**src/design/sorted_deadline_timer_queue_core_macros.svh**
```systemverilog
// Assertion macros used by the timer queue RTL
`ifndef SORTED_DEADLINE_TIMER_QUEUE_CORE_MACROS_SVH
`define SORTED_DEADLINE_TIMER_QUEUE_CORE_MACROS_SVH

// Check that cons holds in the same cycle as ante
`define SDTQ_ASSERT_IMPL(name, clk, rst_n, ante, cons, msg) \
	name: assert property (@(posedge clk) disable iff (!rst_n) (ante) |-> (cons)) \
		else $error(msg);

// Check that cons holds in the cycle after ante
`define SDTQ_ASSERT_NEXT(name, clk, rst_n, ante, cons, msg) \
	name: assert property (@(posedge clk) disable iff (!rst_n) (ante) |=> (cons)) \
		else $error(msg);

`endif

```
**src/design/sdtq_pkg.sv**
```systemverilog
package sdtq_pkg;

	// Table geometry
	localparam int QUEUE_DEPTH = 32;
	localparam int IDX_W       = $clog2(QUEUE_DEPTH);
	localparam int CNT_W       = $clog2(QUEUE_DEPTH + 1);

	// Time arithmetic
	localparam int DL_W      = 49;
	localparam int NUM_W     = 41;
	localparam logic [NUM_W-1:0] US_PER_MS  = NUM_W'(1000);
	localparam logic [NUM_W-1:0] ROUND_UP   = NUM_W'(999);
	localparam logic [DL_W-1:0]  MAX_WAIT_US = DL_W'(64'd2147483647000);

	// Millisecond divider: split the rounded wait at bit SPLIT_W and divide each
	// part by one thousand with a reciprocal multiply and a shift
	localparam int SPLIT_W   = 20;
	localparam int HI_W      = NUM_W - SPLIT_W;
	localparam int REM_W     = 10;
	localparam int LO_W      = REM_W + SPLIT_W;
	localparam int QH_W      = 12;
	localparam int QL_W      = SPLIT_W;
	localparam int RCP_HI_W  = 22;
	localparam int RCP_LO_W  = 31;
	localparam int RCP_HI_SH = HI_W + REM_W;
	localparam int RCP_LO_SH = LO_W + REM_W;
	localparam int PROD_HI_W = HI_W + RCP_HI_W;
	localparam int PROD_LO_W = LO_W + RCP_LO_W;
	localparam logic [RCP_HI_W-1:0] RCP_HI = RCP_HI_W'(2147484);
	localparam logic [RCP_LO_W-1:0] RCP_LO = RCP_LO_W'(1099511628);
	localparam logic [HI_W-1:0]     MS_DIV = HI_W'(1000);

	// Result kinds
	localparam logic [1:0] KIND_FIRED = 2'd0;
	localparam logic [1:0] KIND_DONE  = 2'd1;
	localparam logic [1:0] KIND_FULL  = 2'd2;
	localparam logic [1:0] KIND_RUN   = 2'd3;

	// Command codes
	localparam logic CMD_SCHEDULE = 1'b0;
	localparam logic CMD_RUN      = 1'b1;

	// Entry write selects
	localparam logic [1:0] WR_NONE   = 2'd0;
	localparam logic [1:0] WR_COPY_W = 2'd1;
	localparam logic [1:0] WR_COPY_R = 2'd2;
	localparam logic [1:0] WR_NEW_R  = 2'd3;

	typedef struct packed {
		logic               command;
		logic [7:0]         handler_id;
		logic [15:0]        context_tag;
		logic signed [31:0] delay_ms;
		logic [47:0]        now_us;
	} in_item_t;

	typedef struct packed {
		logic [1:0]         kind;
		logic [7:0]         fired_handler;
		logic [15:0]        fired_context;
		logic signed [31:0] next_delay_ms;
		logic               last;
	} out_item_t;

	typedef struct packed {
		logic [DL_W-1:0] deadline;
		logic [7:0]      handler;
		logic [15:0]     ctx;
	} entry_t;

	localparam int ENTRY_W = $bits(entry_t);

	typedef struct packed {
		logic       load;
		logic       rd_fwd;
		logic       rd_back;
		logic [1:0] wr_op;
		logic       r_inc;
		logic       r_dec;
		logic       r_from_cnt;
		logic       w_inc;
		logic       cnt_from_w;
		logic       cnt_inc;
		logic       cap_head;
		logic       div_start;
		logic       emit;
		logic [1:0] emit_kind;
	} cmd_t;

	typedef struct packed {
		logic command;
		logic neg;
		logic r_eq_cnt;
		logic r_zero;
		logic w_zero;
		logic cnt_full;
		logic cnt_zero;
		logic match;
		logic expired;
		logic later;
		logic out_free;
		logic div_busy;
	} stat_t;

endpackage

```
**src/design/sdtq_ctrl.sv**
```systemverilog
module sdtq_ctrl (
	input  logic            clk,
	input  logic            arst_n,
	input  logic            req_valid,
	output logic            req_stall,
	input  sdtq_pkg::stat_t stat,
	output sdtq_pkg::cmd_t  cmd
);

	localparam logic [3:0] S_IDLE  = 4'd0;
	localparam logic [3:0] S_START = 4'd1;
	localparam logic [3:0] S_CRD   = 4'd2;
	localparam logic [3:0] S_CPR   = 4'd3;
	localparam logic [3:0] S_CDEC  = 4'd4;
	localparam logic [3:0] S_IRD   = 4'd5;
	localparam logic [3:0] S_IPR   = 4'd6;
	localparam logic [3:0] S_IWR   = 4'd7;
	localparam logic [3:0] S_RRD   = 4'd8;
	localparam logic [3:0] S_RPR   = 4'd9;
	localparam logic [3:0] S_RFIN  = 4'd10;
	localparam logic [3:0] S_RDIV  = 4'd11;

	logic [3:0] state_q;
	logic [3:0] state_d;

	assign req_stall = state_q != S_IDLE;

	// Hold state
	always_ff @(posedge clk or negedge arst_n) begin
		if (!arst_n) begin
			state_q <= S_IDLE;
		end else begin
			state_q <= state_d;
		end
	end

	// Sequence the compaction, insertion and firing passes
	always_comb begin
		cmd       = '0;
		cmd.wr_op = sdtq_pkg::WR_NONE;
		state_d   = state_q;
		unique case (state_q)
			S_IDLE: begin
				if (req_valid) begin
					cmd.load = 1'b1;
					state_d  = S_START;
				end
			end
			S_START: begin
				state_d = (stat.command == sdtq_pkg::CMD_RUN) ? S_RRD : S_CRD;
			end
			S_CRD: begin
				if (stat.r_eq_cnt) begin
					cmd.cnt_from_w = 1'b1;
					state_d        = S_CDEC;
				end else begin
					cmd.rd_fwd = 1'b1;
					state_d    = S_CPR;
				end
			end
			S_CPR: begin
				// drop matching entries, pack the rest down
				if (!stat.match) begin
					cmd.wr_op = sdtq_pkg::WR_COPY_W;
					cmd.w_inc = 1'b1;
				end
				cmd.r_inc = 1'b1;
				state_d   = S_CRD;
			end
			S_CDEC: begin
				priority if (stat.neg) begin
					if (stat.out_free) begin
						cmd.emit      = 1'b1;
						cmd.emit_kind = sdtq_pkg::KIND_DONE;
						state_d       = S_IDLE;
					end
				end else if (stat.cnt_full) begin
					if (stat.out_free) begin
						cmd.emit      = 1'b1;
						cmd.emit_kind = sdtq_pkg::KIND_FULL;
						state_d       = S_IDLE;
					end
				end else begin
					cmd.r_from_cnt = 1'b1;
					state_d        = S_IRD;
				end
			end
			S_IRD: begin
				if (stat.r_zero) begin
					state_d = S_IWR;
				end else begin
					cmd.rd_back = 1'b1;
					state_d     = S_IPR;
				end
			end
			S_IPR: begin
				// move later entries up one slot
				if (stat.later) begin
					cmd.wr_op = sdtq_pkg::WR_COPY_R;
					cmd.r_dec = 1'b1;
					state_d   = S_IRD;
				end else begin
					state_d = S_IWR;
				end
			end
			S_IWR: begin
				if (stat.out_free) begin
					cmd.wr_op     = sdtq_pkg::WR_NEW_R;
					cmd.cnt_inc   = 1'b1;
					cmd.emit      = 1'b1;
					cmd.emit_kind = sdtq_pkg::KIND_DONE;
					state_d       = S_IDLE;
				end
			end
			S_RRD: begin
				if (stat.r_eq_cnt) begin
					cmd.cnt_from_w = 1'b1;
					state_d        = S_RFIN;
				end else begin
					cmd.rd_fwd = 1'b1;
					state_d    = S_RPR;
				end
			end
			S_RPR: begin
				// fire expired entries, pack the rest down
				if (stat.expired) begin
					if (stat.out_free) begin
						cmd.emit      = 1'b1;
						cmd.emit_kind = sdtq_pkg::KIND_FIRED;
						cmd.r_inc     = 1'b1;
						state_d       = S_RRD;
					end
				end else begin
					cmd.wr_op    = sdtq_pkg::WR_COPY_W;
					cmd.w_inc    = 1'b1;
					cmd.r_inc    = 1'b1;
					cmd.cap_head = stat.w_zero;
					state_d      = S_RRD;
				end
			end
			S_RFIN: begin
				if (stat.cnt_zero) begin
					if (stat.out_free) begin
						cmd.emit      = 1'b1;
						cmd.emit_kind = sdtq_pkg::KIND_RUN;
						state_d       = S_IDLE;
					end
				end else begin
					cmd.div_start = 1'b1;
					state_d       = S_RDIV;
				end
			end
			S_RDIV: begin
				if (!stat.div_busy && stat.out_free) begin
					cmd.emit      = 1'b1;
					cmd.emit_kind = sdtq_pkg::KIND_RUN;
					state_d       = S_IDLE;
				end
			end
			default: begin
				state_d = S_IDLE;
			end
		endcase
	end

endmodule

```
**config.mk**
```make
export PLATFORM = sky130hd
export DESIGN_NAME = sdtq_ctrl
export DESIGN_NICKNAME = d
export VERILOG_FILES = /design/src/design/sorted_deadline_timer_queue_core_macros.svh /design/src/design/sdtq_pkg.sv /design/src/design/sdtq_ctrl.sv
export SDC_FILE = /design/constraint.sdc
export NUM_CORES = 1
export LEC_CHECK = 0
export BUFFER_PORTS_ARGS = -buffer_cell sky130_fd_sc_hd__buf_2
export CAP_MARGIN = 20
export CORE_MARGIN = 10
export CORE_UTILIZATION = 35
export DETAILED_ROUTE_END_ITERATION = 12
export HOLD_SLACK_MARGIN = 0.1
export PLACE_DENSITY = 0.7
export SETUP_SLACK_MARGIN = 0.05
export SLEW_MARGIN = 0
export SYNTH_ARGS = -nofsm -noshare
export SYNTH_HDL_FRONTEND = slang
export SYNTH_SLANG_ARGS = --single-unit
```
**constraint.sdc**
```tcl
create_clock -name clk -period 1.17 [get_ports clk]
set_input_delay 0.234 -clock clk [delete_from_list [all_inputs] [get_ports clk]]
set_output_delay 0.234 -clock clk [all_outputs]
set_load 0.01 [all_outputs]
```
* Yosys cells after proc, flatten, opt, wreduce, memory -nomap -nowiden
Index checks and enable logic that the tools add are counted.
** Cells by class
- Equal/unequal tests :: 14
- Mux-type cells :: 53
- Reduce and logical (&&, ||, !) cells :: 6
** Operators by type and width (count)
- $pmux 4 s12 :: 1
- $mux 4 :: 9
- $mux 3 :: 10
- $mux 1 :: 25
- $eq 4x3->1 const B :: 4
- $eq 4x4->1 const B :: 4
- $pmux 3 s5 :: 1
- $eq 4x2->1 const B :: 2
- $mux 2 :: 4
- $pmux 2 s4 :: 1
- $eq 4x1->1 const B :: 1
- $logic_not 4->1 :: 1
- $ne 2x2->1 const B :: 2
- $pmux 1 s2 :: 2
- $reduce_bool 4->1 :: 1
- $ne 3x3->1 const B :: 1
- $reduce_and 3->1 :: 1
- $reduce_or 2->1 :: 1
- $logic_and 1x1->1 :: 1
- $logic_not 1->1 :: 1
** Storage, ports and cells
- Register bits :: 4
- Input port bits :: 15
- Output and inout port bits :: 17
- Logic and storage cells :: 74

* Logic depth before layout (Yosys ltp)
- Depth after elaboration :: 4
- Gate-level depth with buffers :: 6

* Least setup slack after synthesis
Ideal clock, no wire load.
- Kind :: register to output
- Start point :: reg state_q[3]
- End point :: out cmd[12] (netlist bit)
- Arrival :: 1.160 ns
- Data required time :: 0.936 ns
- Path slack :: -0.224 ns
- Cell stages (with the launch flop) :: 5
- Path through :: dfrtp_1 nand2b_1 or3_1 clkinv_1 or2_1
** RTL lines
- start: declaration :: RTL line sdtq_ctrl.sv:23 : logic [3:0] state_q;
- start signal: assignment :: RTL line sdtq_ctrl.sv:33 : state_q <= state_d;
- end: declaration :: RTL line sdtq_ctrl.sv:7 : output sdtq_pkg::cmd_t cmd

==> results.md <==
* Worst Tran Pin Value at 0.272 ns
* Layout cells sized above 1 at 78.3%
* Initial antenna violation count at 0
* Slew Viols, Final at 0
* Syn nets at 105
* Clk_lat worst skew at 0.25 ns
* Synth top area cells: dfrtp_1, nor2_1, a21oi_1
* Library cells used by synthesis at 33
* CTS Root Cell: clkbuf_4
* Synth Register Bits at 4
* Slew headroom at 81.8%
* GRT Util Overall at 17.8%
* Area Overhead vs Synth at 149%
* Cell taking the most area after synthesis: dfrtp_1
* Largest Register: state_q
* Status: finished with violations
* Clock slew seen by the registers of the worst setup and hold paths at 0.05 ns
* Vias in the first global route at 1068
* CTS tree: done
* Global placement routability congestion at 0.871
* CP max stage cell: dfrtp_2
* Max Cap Violations at 0
* Final setup margin at -0.605 ns
* Clock Path Buffers at 2
* Crit path required time at 0.94 ns
* Global-route wire length before repair at 5000 um
* Die X at 61.2 um
* Drt total wl at 4180 um
* # DRC at 0
* Most frequent cells in the layout: buf_4, buf_2, buf_6
* CP Launch Type: register
* Post-Syn Area at 594 um2
* Die Y at 61.2 um
* Hold_ws at 0.340 ns
* Starting density of the core at 38.1%
* Cell count after synthesis at 90
* Leakage at 0.650 nW
* Post-synthesis sequential area ratio at 16.8%
* Final setup violation count at 21
* Gr ovfl total at 0
* N_diodes at 0
* TritonCTS buffer count at 3
* Hold Crit Class: in -> reg
* Layout Nets at 178
* Maximum vdd drop at 0.00226 V
* Worst setup EP type: output pin
* Maximum clock frequency at 0.563 GHz
* Setup TNS at -9.39 ns
* Pin count of the biggest net entering global routing at 8
* Largest registers: state_q (4)
* Rows at 14
* Hpwl dp at 2160 um
* Post-synth top area share at 16.8%
* Largest register FFs at 4
* Violated checks: setup timing
* Initial drt markers at 62
* RSZ-0062 raised after global routing: yes
* Antenna viol nets, final at 0
* I/O Buffers at 31
* Via density at 6.33
* Top delay family on crit path: flip-flops
* WP data arrival at 1.54 ns
* Fin Clk Skew at 0.00839 ns
* CTS H-tree lvls at 1
* Crit Path Max Fanout at 7
* Die footprint at 3750 um2
* Worst path cell trace: buf_6 > a21oi_4 > nand3_4 > a31oi_2 > buf_2
* Worst path max stage delay at 0.48 ns
* Pwr dens at 2780 nW/um2
* Commonest non-fill, non-tap cell in the layout: buf_4
* Synth Area per Inst at 6.60 um2
* Shortest period the worst path allows at 1.77 ns
* YS warnings at 0
* Buf/Inv on CP at 2
* Vias at 1121
* I/O Pins at 32
* Final worst-path cycle share at 152%
* Crit Path Class: reg -> out
* Routed len/inst at 23.6 um
* Initial DRT Pass Iterations at 4
* Clock Sink Count at 4
* Core ar. at 1560 um2
* Final hold violation count at 0
## cells in the mapped netlist (all sizes together)
cell / n
a211oi: 1
o21a: 1
nand4b: 1
xor2: 1
nor4: 1
nor2b: 3
o21ai: 4
o2111ai: 1
a21oi: 8
or3: 1
nand3: 4
o22ai: 1
a211o: 2
buf: 6
or2: 1
clkinv: 1
dfrtp: 4
nor3: 2
a31oi: 4
nand2: 7
and3: 4
inv: 4
nor2: 13
a311oi: 2
nand3b: 3
o221ai: 1
nor4b: 1
nand2b: 6
o211ai: 2
## per-layer routing
layer / routed length, um / share of wire (%) / global-route usage (%)
met5: 0 / 0 / 0
met4: 329 / 7.9 / 11.7
met3: 357 / 8.5 / 3.91
met2: 2010 / 48 / 30.9
met1: 1480 / 35 / 19.0
## worst paths after layout
path                                        start                     end  slack (ns)  cells after the start
max                        state_q[0]$_DFFE_PN0P_                  cmd[2]       -0.60                      5
min                                     req_valid  state_q[0]$_DFFE_PN0P_        0.34                      3
max reg2reg                state_q[0]$_DFFE_PN0P_  state_q[0]$_DFFE_PN0P_       -0.32                      7
min reg2reg                state_q[2]$_DFFE_PN0P_  state_q[3]$_DFFE_PN0P_        0.62                      2
max in group asynchronous                  arst_n  state_q[1]$_DFFE_PN0P_        0.58                      2
min in group asynchronous                  arst_n  state_q[0]$_DFFE_PN0P_        0.43                      2
## final cells by class
cell class / instances / area (um2)
fill: 47 / 80.1
timing repair buffer: 74 / 564
multi-input combinational: 75 / 741
tap: 16 / 20.0
inverter: 5 / 27.5
sequential: 4 / 104
clock buffer: 3 / 22.5
## cell families (layout without fill, tap and decap cells)
| group | Yosys count | in the layout | share of synthesized area [%] |
|---|---|---|---|
| AND/OR/NAND/NOR | 47 | 47 | 41.7 |
| flip-flops | 4 | 4 | 16.8 |
| AO/OA/AOI/OAI | 27 | 27 | 29.3 |
| XOR/XNOR | 1 | 1 | 1.47 |
| buffers and inverters | 11 | 82 | 10.7 |
## through the flow
step	setup WS (ns)	area, um2	std cells	util [%]	power (mW)
2_1_floorplan	-0.136	697	90	-	1.60
3_3_place_gp	-0.332	1040	162	67.0	2.36
3_5_place_dp	-0.305	1040	162	67.0	2.41
4_1_cts	-0.520	1300	172	83.5	3.28
5_1_grt	-0.656	1480	177	94.9	4.30
6_report	-0.605	1480	177	94.9	4.10
## power by group
part / internal, mW / leakage, nW / total, mW / switching [mW]
clock network: 0.116 / 0.0138 / 0.196 / 0.0796
registers: 0.220 / 0.0463 / 0.378 / 0.158
logic: 1.75 / 0.590 / 3.53 / 1.78
total: 2.09 / 0.650 / 4.10 / 2.02
## worst min-delay path, delay by kind of cell
kind / cells / cell delay, ns
AND/OR/NAND/NOR: 1 / 0.07
buffers and inverters: 1 / 0.10
AO/OA/AOI/OAI: 1 / 0.15
## repair_timing
action | 4_1_cts | 5_1_grt
buffers inserted | 8 | 5
endpoints found under the setup margin | 21 | 21
endpoints found under the hold margin | 4 | 0
pin swaps | 17 | 9
gates resized for setup | 43 | 24
hold buffers | 1 | 0
gates cloned | 0 | 0
No activity file was read; power rests on OpenSTA's default activity.
